--- src/rtl/pid_pkg.sv ---
// Shared types and constants of the PID controller with anti-windup clamp.
`default_nettype none

package pid_pkg;

	// Request operation codes
	localparam logic OP_STEP  = 1'b0;
	localparam logic OP_CLEAR = 1'b1;

	// Register file layout: register i at byte address 4*i
	localparam int unsigned PADDR_W   = 5;
	localparam int unsigned REG_IDX_W = 3;
	localparam logic [REG_IDX_W-1:0] REG_GAIN_P      = 3'd0;
	localparam logic [REG_IDX_W-1:0] REG_GAIN_I      = 3'd1;
	localparam logic [REG_IDX_W-1:0] REG_GAIN_D      = 3'd2;
	localparam logic [REG_IDX_W-1:0] REG_DRIVE_LIMIT = 3'd3;
	localparam logic [REG_IDX_W-1:0] REG_PWM_MAX     = 3'd4;

	localparam logic [14:0] DRIVE_LIMIT_RESET = 15'd255;
	localparam logic [7:0]  PWM_MAX_RESET     = 8'd255;

	// Integrator saturation bounds
	localparam logic signed [31:0] SUM_MAX = 32'sh7FFF_FFFF;
	localparam logic signed [31:0] SUM_MIN = 32'sh8000_0000;

	typedef struct packed {
		logic signed [15:0] gain_p;
		logic signed [15:0] gain_i;
		logic signed [15:0] gain_d;
		logic        [14:0] drive_limit;
		logic        [7:0]  pwm_max;
	} pid_cfg_t;

	typedef struct packed {
		logic        [7:0]  pwm_value;
		logic signed [15:0] drive_value;
		logic               limited;
	} pid_result_t;

endpackage

`default_nettype wire

--- src/rtl/pid_ifs.sv ---
// Request and result channel interfaces of the PID controller.
`default_nettype none

interface pid_req_if #(
	parameter int SAMPLE_WIDTH = 16
);
	logic                           valid;
	logic                           ready;
	logic                           operation;
	logic signed [SAMPLE_WIDTH-1:0] setpoint;
	logic signed [SAMPLE_WIDTH-1:0] measured;

	modport source (output valid, operation, setpoint, measured, input ready);
	modport sink (input valid, operation, setpoint, measured, output ready);
endinterface

interface pid_rsp_if;
	logic               valid;
	logic               ready;
	logic        [7:0]  pwm_value;
	logic signed [15:0] drive_value;
	logic               limited;

	modport source (output valid, pwm_value, drive_value, limited, input ready);
	modport sink (input valid, pwm_value, drive_value, limited, output ready);
endinterface

`default_nettype wire

--- src/rtl/pid_cfg_regs.sv ---
// APB register file holding the gains and the clamp limits.
`default_nettype none

module pid_cfg_regs (
	input  wire logic                        clk,
	input  wire logic                        arst_n,
	input  wire logic                        psel,
	input  wire logic                        penable,
	input  wire logic                        pwrite,
	input  wire logic [pid_pkg::PADDR_W-1:0] paddr,
	input  wire logic [31:0]                 pwdata,
	output logic      [31:0]                 prdata,
	output logic                             pready,
	output pid_pkg::pid_cfg_t                cfg
);
	import pid_pkg::*;

	logic                 wr_en;
	logic [REG_IDX_W-1:0] idx;
	pid_cfg_t             cfg_q;

	assign pready = 1'b1;
	assign idx    = paddr[PADDR_W-1:2];
	assign wr_en  = psel && penable && pwrite && pready;

	always_ff @(posedge clk or negedge arst_n) begin
		if (!arst_n) begin
			cfg_q.gain_p      <= '0;
			cfg_q.gain_i      <= '0;
			cfg_q.gain_d      <= '0;
			cfg_q.drive_limit <= DRIVE_LIMIT_RESET;
			cfg_q.pwm_max     <= PWM_MAX_RESET;
		end else if (wr_en) begin
			case (idx)
				REG_GAIN_P:      cfg_q.gain_p      <= pwdata[15:0];
				REG_GAIN_I:      cfg_q.gain_i      <= pwdata[15:0];
				REG_GAIN_D:      cfg_q.gain_d      <= pwdata[15:0];
				REG_DRIVE_LIMIT: cfg_q.drive_limit <= pwdata[14:0];
				REG_PWM_MAX:     cfg_q.pwm_max     <= pwdata[7:0];
				default:         ;
			endcase
		end
	end

	always_comb begin
		case (idx)
			REG_GAIN_P:      prdata = {{16{cfg_q.gain_p[15]}}, cfg_q.gain_p};
			REG_GAIN_I:      prdata = {{16{cfg_q.gain_i[15]}}, cfg_q.gain_i};
			REG_GAIN_D:      prdata = {{16{cfg_q.gain_d[15]}}, cfg_q.gain_d};
			REG_DRIVE_LIMIT: prdata = {17'd0, cfg_q.drive_limit};
			REG_PWM_MAX:     prdata = {24'd0, cfg_q.pwm_max};
			default:         prdata = '0;
		endcase
	end

	assign cfg = cfg_q;

endmodule

`default_nettype wire

--- src/rtl/pid_step.sv ---
// One control step: error, saturating integrator, PID drive, clamp and PWM limit, or a clear of the state.
`default_nettype none

module pid_step #(
	parameter int SAMPLE_WIDTH = 16
) (
	input  wire logic                           clk,
	input  wire logic                           arst_n,
	input  wire logic                           fire,
	input  wire logic                           operation,
	input  wire logic signed [SAMPLE_WIDTH-1:0] setpoint,
	input  wire logic signed [SAMPLE_WIDTH-1:0] measured,
	input  wire pid_pkg::pid_cfg_t              cfg,
	output pid_pkg::pid_result_t                result
);
	import pid_pkg::*;

	localparam int EW   = SAMPLE_WIDTH + 1;
	localparam int DFW  = SAMPLE_WIDTH + 2;
	localparam int SUMW = ((EW > 32) ? EW : 32) + 1;
	localparam int PPW  = 16 + EW;
	localparam int PIW  = 48;
	localparam int PDW  = 16 + DFW;
	localparam int PMW  = (PDW > PIW) ? PDW : PIW;
	localparam int DRW  = PMW - 8 + 2;

	function automatic logic signed [31:0] sat32(input logic signed [SUMW-1:0] v);
		logic signed [31:0] r;
		if (v > SUMW'(SUM_MAX))
			r = SUM_MAX;
		else if (v < SUMW'(SUM_MIN))
			r = SUM_MIN;
		else
			r = v[31:0];
		return r;
	endfunction

	logic signed [31:0]     sum_q;
	logic signed [EW-1:0]   last_q;
	logic signed [EW-1:0]   err;
	logic signed [DFW-1:0]  diff;
	logic signed [31:0]     sum_add;
	logic signed [31:0]     sum_back;
	logic signed [31:0]     sum_next;
	logic signed [PPW-1:0]  prod_p;
	logic signed [PIW-1:0]  prod_i;
	logic signed [PDW-1:0]  prod_d;
	logic signed [DRW-1:0]  drive_raw;
	logic signed [DRW-1:0]  lim_pos;
	logic signed [DRW-1:0]  lim_neg;
	logic signed [DRW-1:0]  drive_clamp;
	logic                   over_hi;
	logic                   over_lo;
	logic                   clamped;
	logic signed [15:0]     drive16;
	logic        [7:0]      pwm;
	logic                   is_clear;

	assign is_clear = (operation == OP_CLEAR);

	assign err     = EW'(setpoint) - EW'(measured);
	assign diff    = DFW'(err) - DFW'(last_q);
	assign sum_add = sat32(SUMW'(sum_q) + SUMW'(err));

	assign prod_p = PPW'(cfg.gain_p) * PPW'(err);
	assign prod_i = PIW'(cfg.gain_i) * PIW'(sum_add);
	assign prod_d = PDW'(cfg.gain_d) * PDW'(diff);

	// Arithmetic shift gives floor division by 256
	assign drive_raw = DRW'(prod_p >>> 8) + DRW'(prod_i >>> 8) + DRW'(prod_d >>> 8);

	assign lim_pos = DRW'($signed({1'b0, cfg.drive_limit}));
	assign lim_neg = -lim_pos;
	assign over_hi = drive_raw > lim_pos;
	assign over_lo = drive_raw < lim_neg;
	assign clamped = over_hi || over_lo;

	always_comb begin
		if (over_lo)
			drive_clamp = lim_neg;
		else if (over_hi)
			drive_clamp = lim_pos;
		else
			drive_clamp = drive_raw;
	end

	assign drive16  = drive_clamp[15:0];
	assign sum_back = sat32(SUMW'(sum_add) - SUMW'(err));
	assign sum_next = clamped ? sum_back : sum_add;

	always_comb begin
		if (drive16[15])
			pwm = '0;
		else if (drive16[14:0] > {7'd0, cfg.pwm_max})
			pwm = cfg.pwm_max;
		else
			pwm = drive16[7:0];
	end

	always_comb begin
		if (is_clear) begin
			result = '0;
		end else begin
			result.pwm_value   = pwm;
			result.drive_value = drive16;
			result.limited     = clamped;
		end
	end

	always_ff @(posedge clk or negedge arst_n) begin
		if (!arst_n) begin
			sum_q  <= '0;
			last_q <= '0;
		end else if (fire) begin
			if (is_clear) begin
				sum_q  <= '0;
				last_q <= '0;
			end else begin
				sum_q  <= sum_next;
				last_q <= err;
			end
		end
	end

endmodule

`default_nettype wire

--- src/rtl/pid_controller_anti_windup.sv ---
// Top level of the PID controller with anti-windup clamp.
`default_nettype none

// PID controller with anti-windup clamp. Each request carries a setpoint and
// a measured sample (operation step) or a clear command, and yields exactly one
// result. A step forms e = setpoint - measured, adds it to a 32-bit saturating
// error sum and computes floor(Kp*e/256) + floor(Ki*sum/256) +
// floor(Kd*(e - last_e)/256), gains in signed Q8.8. The drive is clamped to
// +-drive_limit; a clamp removes this step's error from the sum again and sets
// limited. pwm_value is the clamped drive bounded to 0..pwm_max. A clear zeroes
// the sum and the previous error and returns an all-zero result. A request
// passes one input register; then the whole step (three multipliers, the
// integrator and the clamp) is computed combinationally into the result
// register, which holds it until rsp.ready is seen. Throughput is one request
// per cycle while rsp.ready drains results; the error sum feedback lies within
// the single step, so it does not limit the rate. The user must write registers
// over APB (gain_p, gain_i, gain_d, drive_limit, pwm_max at byte addresses 0,
// 4, 8, 12, 16) only while no request is in flight; the block does not enforce it.
module pid_controller_anti_windup #(
	parameter int SAMPLE_WIDTH = 16
) (
	input  wire logic                        clk,
	input  wire logic                        arst_n,
	pid_req_if.sink                          req,
	pid_rsp_if.source                        rsp,
	input  wire logic                        psel,
	input  wire logic                        penable,
	input  wire logic                        pwrite,
	input  wire logic [pid_pkg::PADDR_W-1:0] paddr,
	input  wire logic [31:0]                 pwdata,
	output logic      [31:0]                 prdata,
	output logic                             pready
);
	import pid_pkg::*;

	pid_cfg_t    cfg;
	pid_result_t result;

	// Input stage
	logic                           valid_s1;
	logic                           operation_s1;
	logic signed [SAMPLE_WIDTH-1:0] setpoint_s1;
	logic signed [SAMPLE_WIDTH-1:0] measured_s1;

	// Result stage
	logic        valid_s2;
	pid_result_t result_s2;

	logic adv_s2;
	logic fire;
	logic take;

	// Advance the result stage when it is empty or being drained
	assign adv_s2    = !valid_s2 || rsp.ready;
	assign fire      = valid_s1 && adv_s2;
	assign req.ready = !valid_s1 || adv_s2;
	assign take      = req.valid && req.ready;

	pid_cfg_regs u_cfg (
		.clk     (clk),
		.arst_n  (arst_n),
		.psel    (psel),
		.penable (penable),
		.pwrite  (pwrite),
		.paddr   (paddr),
		.pwdata  (pwdata),
		.prdata  (prdata),
		.pready  (pready),
		.cfg     (cfg)
	);

	pid_step #(
		.SAMPLE_WIDTH (SAMPLE_WIDTH)
	) u_step (
		.clk       (clk),
		.arst_n    (arst_n),
		.fire      (fire),
		.operation (operation_s1),
		.setpoint  (setpoint_s1),
		.measured  (measured_s1),
		.cfg       (cfg),
		.result    (result)
	);

	// Capture a request; drop the stage flag once its step has fired
	always_ff @(posedge clk or negedge arst_n) begin
		if (!arst_n) begin
			valid_s1 <= 1'b0;
		end else if (take) begin
			valid_s1 <= 1'b1;
		end else if (fire) begin
			valid_s1 <= 1'b0;
		end
	end

	always_ff @(posedge clk) begin
		if (take) begin
			operation_s1 <= req.operation;
			setpoint_s1  <= req.setpoint;
			measured_s1  <= req.measured;
		end
	end

	// Hold the result until it is taken
	always_ff @(posedge clk or negedge arst_n) begin
		if (!arst_n) begin
			valid_s2 <= 1'b0;
		end else if (adv_s2) begin
			valid_s2 <= valid_s1;
		end
	end

	always_ff @(posedge clk) begin
		if (fire) begin
			result_s2 <= result;
		end
	end

	assign rsp.valid       = valid_s2;
	assign rsp.pwm_value   = result_s2.pwm_value;
	assign rsp.drive_value = result_s2.drive_value;
	assign rsp.limited     = result_s2.limited;

	// A clamped drive sits exactly on one of the two limits
	a_limited_on_bound: assert property (@(posedge clk) disable iff (!arst_n)
		rsp.valid && rsp.limited |->
			(rsp.drive_value == $signed({1'b0, cfg.drive_limit})) ||
			(rsp.drive_value == -$signed({1'b0, cfg.drive_limit})))
		else $error("clamped drive off the limit");

	// The duty value never exceeds its upper bound
	a_pwm_bound: assert property (@(posedge clk) disable iff (!arst_n)
		rsp.valid |-> rsp.pwm_value <= cfg.pwm_max)
		else $error("pwm_value above pwm_max");

	// A negative drive gives zero duty
	a_pwm_negative: assert property (@(posedge clk) disable iff (!arst_n)
		rsp.valid && rsp.drive_value[15] |-> rsp.pwm_value == 8'd0)
		else $error("nonzero pwm_value for negative drive");

	// An unclamped drive stays within the limits
	a_unclamped_inside: assert property (@(posedge clk) disable iff (!arst_n)
		rsp.valid && !rsp.limited |->
			(rsp.drive_value <= $signed({1'b0, cfg.drive_limit})) &&
			(rsp.drive_value >= -$signed({1'b0, cfg.drive_limit})))
		else $error("unclamped drive outside the limits");

endmodule

`default_nettype wire
--- src/flat_wrapper.sv ---
// flat-port wrapper written by rule: the top's interface ports become plain ports
module pid_controller_anti_windup_flat import pid_pkg::*;
#(
	parameter int SAMPLE_WIDTH = 16
)
  (clk, arst_n, psel, penable, pwrite, paddr, pwdata, prdata, pready, req_valid, req_operation, req_setpoint, req_measured, req_ready, rsp_valid, rsp_pwm_value, rsp_drive_value, rsp_limited, rsp_ready);
  pid_req_if #(.SAMPLE_WIDTH(SAMPLE_WIDTH)) req_i ();
  pid_rsp_if rsp_i ();
  input  wire logic clk;
  input  wire logic arst_n;
  input  wire logic psel;
  input  wire logic penable;
  input  wire logic pwrite;
  input  wire logic [pid_pkg::PADDR_W-1:0] paddr;
  input  wire logic [31:0] pwdata;
  output logic      [31:0] prdata;
  output logic pready;
  input wire logic [$bits(req_i.valid)-1:0] req_valid;
  input wire logic [$bits(req_i.operation)-1:0] req_operation;
  input wire logic [$bits(req_i.setpoint)-1:0] req_setpoint;
  input wire logic [$bits(req_i.measured)-1:0] req_measured;
  output wire logic [$bits(req_i.ready)-1:0] req_ready;
  output wire logic [$bits(rsp_i.valid)-1:0] rsp_valid;
  output wire logic [$bits(rsp_i.pwm_value)-1:0] rsp_pwm_value;
  output wire logic [$bits(rsp_i.drive_value)-1:0] rsp_drive_value;
  output wire logic [$bits(rsp_i.limited)-1:0] rsp_limited;
  input wire logic [$bits(rsp_i.ready)-1:0] rsp_ready;
  assign req_i.valid = req_valid;
  assign req_i.operation = req_operation;
  assign req_i.setpoint = req_setpoint;
  assign req_i.measured = req_measured;
  assign req_ready = req_i.ready;
  assign rsp_valid = rsp_i.valid;
  assign rsp_pwm_value = rsp_i.pwm_value;
  assign rsp_drive_value = rsp_i.drive_value;
  assign rsp_limited = rsp_i.limited;
  assign rsp_i.ready = rsp_ready;
  pid_controller_anti_windup #(.SAMPLE_WIDTH(SAMPLE_WIDTH)) u_core (.clk(clk), .arst_n(arst_n), .req(req_i), .rsp(rsp_i), .psel(psel), .penable(penable), .pwrite(pwrite), .paddr(paddr), .pwdata(pwdata), .prdata(prdata), .pready(pready));
endmodule
--- config.mk ---
export PLATFORM = sky130hd
export DESIGN_NAME = pid_controller_anti_windup_flat
export DESIGN_NICKNAME = d
export VERILOG_FILES = /design/src/rtl/pid_pkg.sv /design/src/rtl/pid_ifs.sv /design/src/rtl/pid_cfg_regs.sv /design/src/rtl/pid_step.sv /design/src/rtl/pid_controller_anti_windup.sv /design/src/flat_wrapper.sv
export SDC_FILE = /design/constraint.sdc
export NUM_CORES = 2
export LEC_CHECK = 0
export ABC_AREA = 1
export BUFFER_PORTS_ARGS = -buffer_cell sky130_fd_sc_hd__buf_2
export CAP_MARGIN = 20
export CORE_MARGIN = 1
export CORE_UTILIZATION = 44
export DETAILED_ROUTE_END_ITERATION = 8
export GPL_ROUTABILITY_DRIVEN = 0
export PLACE_DENSITY = 0.56
export REMOVE_ABC_BUFFERS = 1
export SLEW_MARGIN = 20
export SYNTH_ARGS = -nofsm -noshare
export SYNTH_HDL_FRONTEND = slang
export SYNTH_SLANG_ARGS = --single-unit
--- constraint.sdc ---
create_clock -name clk -period 23.9 [get_ports clk]
set_clock_uncertainty 0.1 [all_clocks]
set_input_delay 3.585 -clock clk [delete_from_list [all_inputs] [get_ports clk]]
set_output_delay 3.585 -clock clk [all_outputs]
set_load 0.01 [all_outputs]
Word level (Yosys, flattened, before mapping)
Index checks and enable logic that the tools add are counted.

Input port bits: 77. Register bits after elaboration: 180.

Add/sub/neg operators: 7. Reduce and logical (&&, ||, !) cells: 17. $lt $le $gt $ge: 7. Multiplexer cells: 13. Equality and inequality tests: 4. Multiply operators: 3.

Operators with widths (number): $mux W32 (6); $pmux W32 S5 (1); $gt A33 B32 Y1 const B (2); $lt A33 B32 Y1 const B (2); $mul A16 B32 Y48 (1); $add A41 B26 Y42 (1); $gt A42 B16 Y1 (1); $lt A42 B42 Y1 (1); $neg A15 Y42 (1); $add A25 B40 Y41 (1); $mul A16 B18 Y34 (1); $add A32 B17 Y33 (1); $mul A16 B17 Y33 (1); $sub A32 B17 Y33 (1); $mux W16 (2); $sub A17 B17 Y18 (1); $mux W17 (1); $sub A16 B16 Y17 (1); $gt A15 B8 Y1 (1); $reduce_and A2 Y1 (5); $mux W8 (1); $eq A3 B2 Y1 const B (2); $logic_and A1 B1 Y1 (4); $eq A3 B1 Y1 const B (1); other kinds (7) (11).

Depth between registers and ports, before layout
Depth in word-level cells: 13. Mapped depth: 101. Mapped depth without buffers: 96.

Modules after synthesis
From an unflattened synthesis, not the netlist that was laid out.

Cells, all modules: 7374. Area total of the unflattened synthesis: 57209.9 um^2.

By module, submodules not included: pid_step (area each 51793.4 um^2, cells an instance 6871, instances 1); pid_cfg_regs (area each 3579.7 um^2, cells an instance 433, instances 1); pid_controller_anti_windup (area each 1836.8 um^2, cells an instance 70, instances 1).

Worst setup path after synthesis
OpenSTA, ideal clock, no wires.

Path type: register -> register. Start point: register u_core.measured_s1[0]. End point: register u_core.result_s2, in the netlist u_core.rsp.pwm_value[3] (data pin). Arrival time: 16.116 ns. Clock period less this slack: 16.469 ns. Required time: 23.547 ns. Stages on the path, launching flop included: 83. Setup slack: 7.431 ns. Setup time: 0.253 ns. Cell sequence: edfxtp_1 ha_1 fa_1 nand3b_1 nand2_1 a21oi_1 o21ai_0 nand2_1 nand2_1 nand2_1 nand2_1 nand2_1 nand2_1 a21oi_1 or2_2 nand2_1 a21oi_1 or2_2 [... 47 more ...] nor3_1 and3_1 nand4_1 nand3_1 xor2_1 inv_1 buf_2 buf_1 o21ai_0 inv_1 ha_1 nand2_1 o41ai_1 nand3_4 nor2_8 nand2_4 nor2_1 nor2_1.

Cells in the longest elaborated chain, start to end: 13. Elaborated cells on any way between the ends: 19. Those cells by class: add/sub (5); mul (3); order compare (5); mux (5); reduce/logical (1).

Ends and longest elaborated chain: start: declaration (line pid_controller_anti_windup.sv:43) `logic signed [SAMPLE_WIDTH-1:0] measured_s1;`; start signal: assignment (line pid_controller_anti_windup.sv:100) `measured_s1 <= req.measured;`; $sub A16 B16 Y17 (*) (line pid_step.sv:61) `assign err = EW'(setpoint) - EW'(measured);`; $add A32 B17 Y33 (line pid_step.sv:63) `assign sum_add = sat32(SUMW'(sum_q) + SUMW'(err));`; $lt A33 B32 Y1 (line pid_step.sv:31) `else if (v < SUMW'(SUM_MIN))`; $mux W32 (line pid_step.sv:31); $mux W32 (line pid_step.sv:29) `if (v > SUMW'(SUM_MAX))`; $mul A16 B32 Y48 (line pid_step.sv:66) `assign prod_i = PIW'(cfg.gain_i) * PIW'(sum_add);`; $add A25 B40 Y41 (line pid_step.sv:70) `assign drive_raw = DRW'(prod_p >>> 8) + DRW'(prod_i >>> 8) + DRW'(prod_d >>> 8);`; $add A41 B26 Y42 (*) (line pid_step.sv:70); $gt A42 B16 Y1 (line pid_step.sv:74) `assign over_hi = drive_raw > lim_pos;`; $mux W16 (line pid_step.sv:81) `else if (over_hi)`; $mux W16 (*) (line pid_step.sv:79) `if (over_lo)`; via u_core.u_step.drive_clamp[5] (line pid_step.sv:51) `logic signed [DRW-1:0] drive_clamp;`; $gt A15 B8 Y1 (*) (line pid_step.sv:94) `else if (drive16[14:0] > {7'd0, cfg.pwm_max})`; $mux W8 (*) (line pid_step.sv:94); end signal: assignment (line pid_controller_anti_windup.sv:115) `result_s2 <= result;`; end: declaration (line pid_controller_anti_windup.sv:47) `pid_result_t result_s2;`.

Mark *: on every way through the listed nets, which the timed path passes. The rest lies on a longest branch. A chain may end at the register's enable or synchronous reset.

Final worst setup path
Ends and elaborated chain as after synthesis.

==> flow_metrics.py <==
metrics = {
    "cts": {
        "cts_resized": 0,
        "root_buffer": "clkbuf_16",
        "cts.sinks": 180,
        "cts_tree": "done",
        "htreeDepth": 4,
        "numCtsBuffers": 17,
        "cts_hold_buffers": 0,
        "cts_buffer_depth": 2,
        "clk_latency_ns": 0.53,
        "path_clk_slew_ns": 0.09,
        "cts_setup_buffers": 0,
    },
    "flow_run": {
        "max_cap_violations": 0,
    },
    "sta": {
        "finalHoldViolCount": 0,
        "fin_setup_tns_ns": 0,
        "rsz0062_at_grt": "false",
        "finalCritPeriodShare": 0.832,
        "max-slew-margin-rel": 0.205,
        "clock.fmax_ghz": 0.0503,
        "setup_violations": 0,
        "slew_violations": 0,
        "final.min_clock_period_ns": 19.88,
        "worst_slew_pin_slew_ns": 1.19,
    },
    "floorplanning": {
        "io_pins": 137,
        "die_width_um": 359,
        "start_util": 0.445,
        "fp.dieH_um": 359,
        "num_rows": 130,
        "coreArea_mm2": 0.126,
        "dieArea_mm2": 0.129,
    },
    "route": {
        "routedWlPerCell_um": 20.4,
        "firstDrtPassIters": 6,
        "dr.first_iter.drc_count": 3229,
        "drc": 0,
        "ant_nets": 0,
        "wl_um": 180000,
        "viasPerCell": 5.29,
        "num_vias": 46700,
    },
    "critical_path": {
        "rr_endpoint": "u_core.rsp.pwm_value[3]$_SDFFCE_PP0P_",
        "worstSetupEndpoint": "u_core.rsp.pwm_value[3]$_SDFFCE_PP0P_",
        "worstPathRequired_ns": 24.07,
        "crit_path_start": "u_core.measured_s1[0]$_DFFE_PP_",
        "crit_fanout": 31,
        "crit_type": "reg2reg",
        "cp-start-kind": "flop",
        "r2r_start": "u_core.measured_s1[0]$_DFFE_PP_",
        "worstSetupEndpointType": "flop",
        "critPathSlowestCell": "a21oi_1",
        "r2r_slack_ns": 4.02,
        "max_stage_delay_ns": 1.08,
        "crit_top_cell": "nand2_1",
        "rr_worst_depth": 83,
        "cp.arrival_ns": 20.05,
    },
    "logic_synthesis": {
        "synthCells": 7158,
        "netlist_area_mm2": 0.0562,
        "yosys.area.top_type_share": 0.390,
        "async_flop_share": 0.678,
        "synth.area.top_cells": "fa_1 (39%), inv_1 (11%), ha_1 (11%)",
        "synth_edf_count": 58,
        "synth_seq_cells": 180,
        "yosysUniqueCellTypes": 61,
        "yosysSeqAreaShare": 0.0857,
        "synth_ff_type": "dfrtp_1",
        "synth-warning-count": 0,
        "syn_avg_cell_area_um2": 7.85,
        "yosys.area.top_type": "fa_1",
    },
    "worst_hold_path": {
        "hold_path.class": "reg2reg",
    },
    "placement": {
        "dp_hpwl_um": 150000,
        "io_buffers": 117,
    },
    "run_status": {
        "status": "complete, no violations",
    },
    "global_routing": {
        "grt_pass1_vias": 48900,
        "antenna_found_initial": 4,
        "grt_pass1_wl_um": 285000,
        "gr-total-overflow": 0,
        "track_usage": 0.289,
        "grt_max_degree": 66,
    },
    "final_layout": {
        "drive_above_1_share": 0.0477,
        "syn_to_final_growth_pct": 5.38,
        "final_nets": 8810,
    },
}
[placed cells by master, fill, tap and decap left out, drive strengths merged, types with 2 or more instances in the layout]
cell and count:
inv 1636, nand2 1572, fa 1094, nor2 689, ha 478, a21oi 375, o21ai 254, buf 198
nand3 129, xor2 128, dfrtp 106, xnor2 76, edfxtp 58, nor3 56, clkinv 34, nand4 28
o21a 26, or2 26, o22ai 24, o21bai 18, a31oi 17, clkbuf 17, dfstp 16, nor4 13
o211ai 13, o2111ai 12, nand3b 12, a21o 10, o221ai 10, a211oi 9, o31ai 9, a221oi 9
a21boi 9, and3 4, diode 2, o41ai 2, a41oi 2
[logic make-up after synthesis]
kind of cell,share of synthesized area
AOI/OAI and AO/OA,0.0798
xor gates and xnor gates,0.0321
adders and majority gates,0.496
buffers and inverters,0.127
DFF,0.0857
other,0.0000667
and+or+nand+nor,0.180
[how the worst min path moves through the flow]
stage / startpoint / end / slack, ns / cells after the start
after floorplan: u_core.u_step.sum_q[29]$_DFFE_PN0P_ / u_core.u_step.sum_q[29]$_DFFE_PN0P_ / 0.36 / 2
after global placement: u_core.u_step.sum_q[16]$_DFFE_PN0P_ / u_core.u_step.sum_q[16]$_DFFE_PN0P_ / 0.38 / 2
after detailed placement: u_core.u_step.sum_q[16]$_DFFE_PN0P_ / u_core.u_step.sum_q[16]$_DFFE_PN0P_ / 0.38 / 2
after CTS: u_core.u_cfg.cfg[5]$_DFFE_PN1P_ / u_core.u_cfg.cfg[5]$_DFFE_PN1P_ / 0.40 / 2
after global routing: u_core.u_cfg.cfg[3]$_DFFE_PN1P_ / u_core.u_cfg.cfg[3]$_DFFE_PN1P_ / 0.41 / 2
final: u_core.u_cfg.cfg[5]$_DFFE_PN1P_ / u_core.u_cfg.cfg[5]$_DFFE_PN1P_ / 0.40 / 2
[worst max-delay path: cells and delay by family, from the launching register on]
family                     cells  cell delay (ns)
and+or+nand+nor               44             6.36
adders and majority gates     14             5.90
AOI/OAI and AO/OA             10             3.69
buffers and inverters         12             2.12
xor gates and xnor gates       3             0.96
DFF                            1             0.39
[Yosys cell counts, drive strengths merged (13+ instances only)]
master / instances
nor3: 56
nand4: 28
fa: 1094
clkbuf: 164
o21a: 26
clkinv: 32
nand3: 129
buf: 50
dfrtp: 106
edfxtp: 58
ha: 478
inv: 1623
o21ai: 254
a31oi: 17
xnor2: 76
or2: 26
dfstp: 16
o22ai: 24
xor2: 128
a21oi: 375
nand2: 1572
nor2: 689
o211ai: 13
nor4: 13
o21bai: 18
[through the flow]
step	hold slack, ns	instance area [um^2]	worst slack [ns]	std cells	util
detailed placement	0.377	58600	4.44	8791	0.464
global placement	0.378	58600	4.47	8791	0.464
global route	0.411	59200	2.77	8825	0.469
finish	0.395	59200	4.02	8826	0.469
CTS	0.399	59200	4.36	8823	0.469
floorplan	0.356	55300	7.15	6944	-
[per-layer routing]
| metal | wire length (um) | global-route usage | part of all wire | up-vias |
|---|---|---|---|---|
| li1 | - | - | - | 21500 |
| met1 | 75700 | 0.378 | 0.42 | 23400 |
| met2 | 85400 | 0.486 | 0.47 | 1523 |
| met3 | 11400 | 0.0381 | 0.063 | 291 |
| met4 | 7440 | 0.109 | 0.041 | 4 |
| met5 | 23 | 0 | 0.00013 | - |
[final cells by class]
cell class	count	area, um^2
fill	12800	67000
multi-input combinational	5109	44300
inverter	1655	6210
sequential	180	4820
tap	1650	2060
timing repair buffer	198	1200
clock buffer	17	425
clock inverter	15	191
antenna	2	5.00
[flip-flops by register name, summed over array words and instances (netlist names)]
register,flops
u_core.measured_s1,16
u_core.operation_s1,1
u_core.rsp.drive_value,16
u_core.rsp.limited,1
u_core.rsp.pwm_value,8
u_core.rsp.valid,1
u_core.setpoint_s1,16
u_core.u_cfg.cfg,71
u_core.u_step.last_q,17
u_core.u_step.sum_q,32
u_core.valid_s1,1
Power is not shown: default switching activity piles up to over one toggle a cycle in this logic, so the estimate is an artifact.
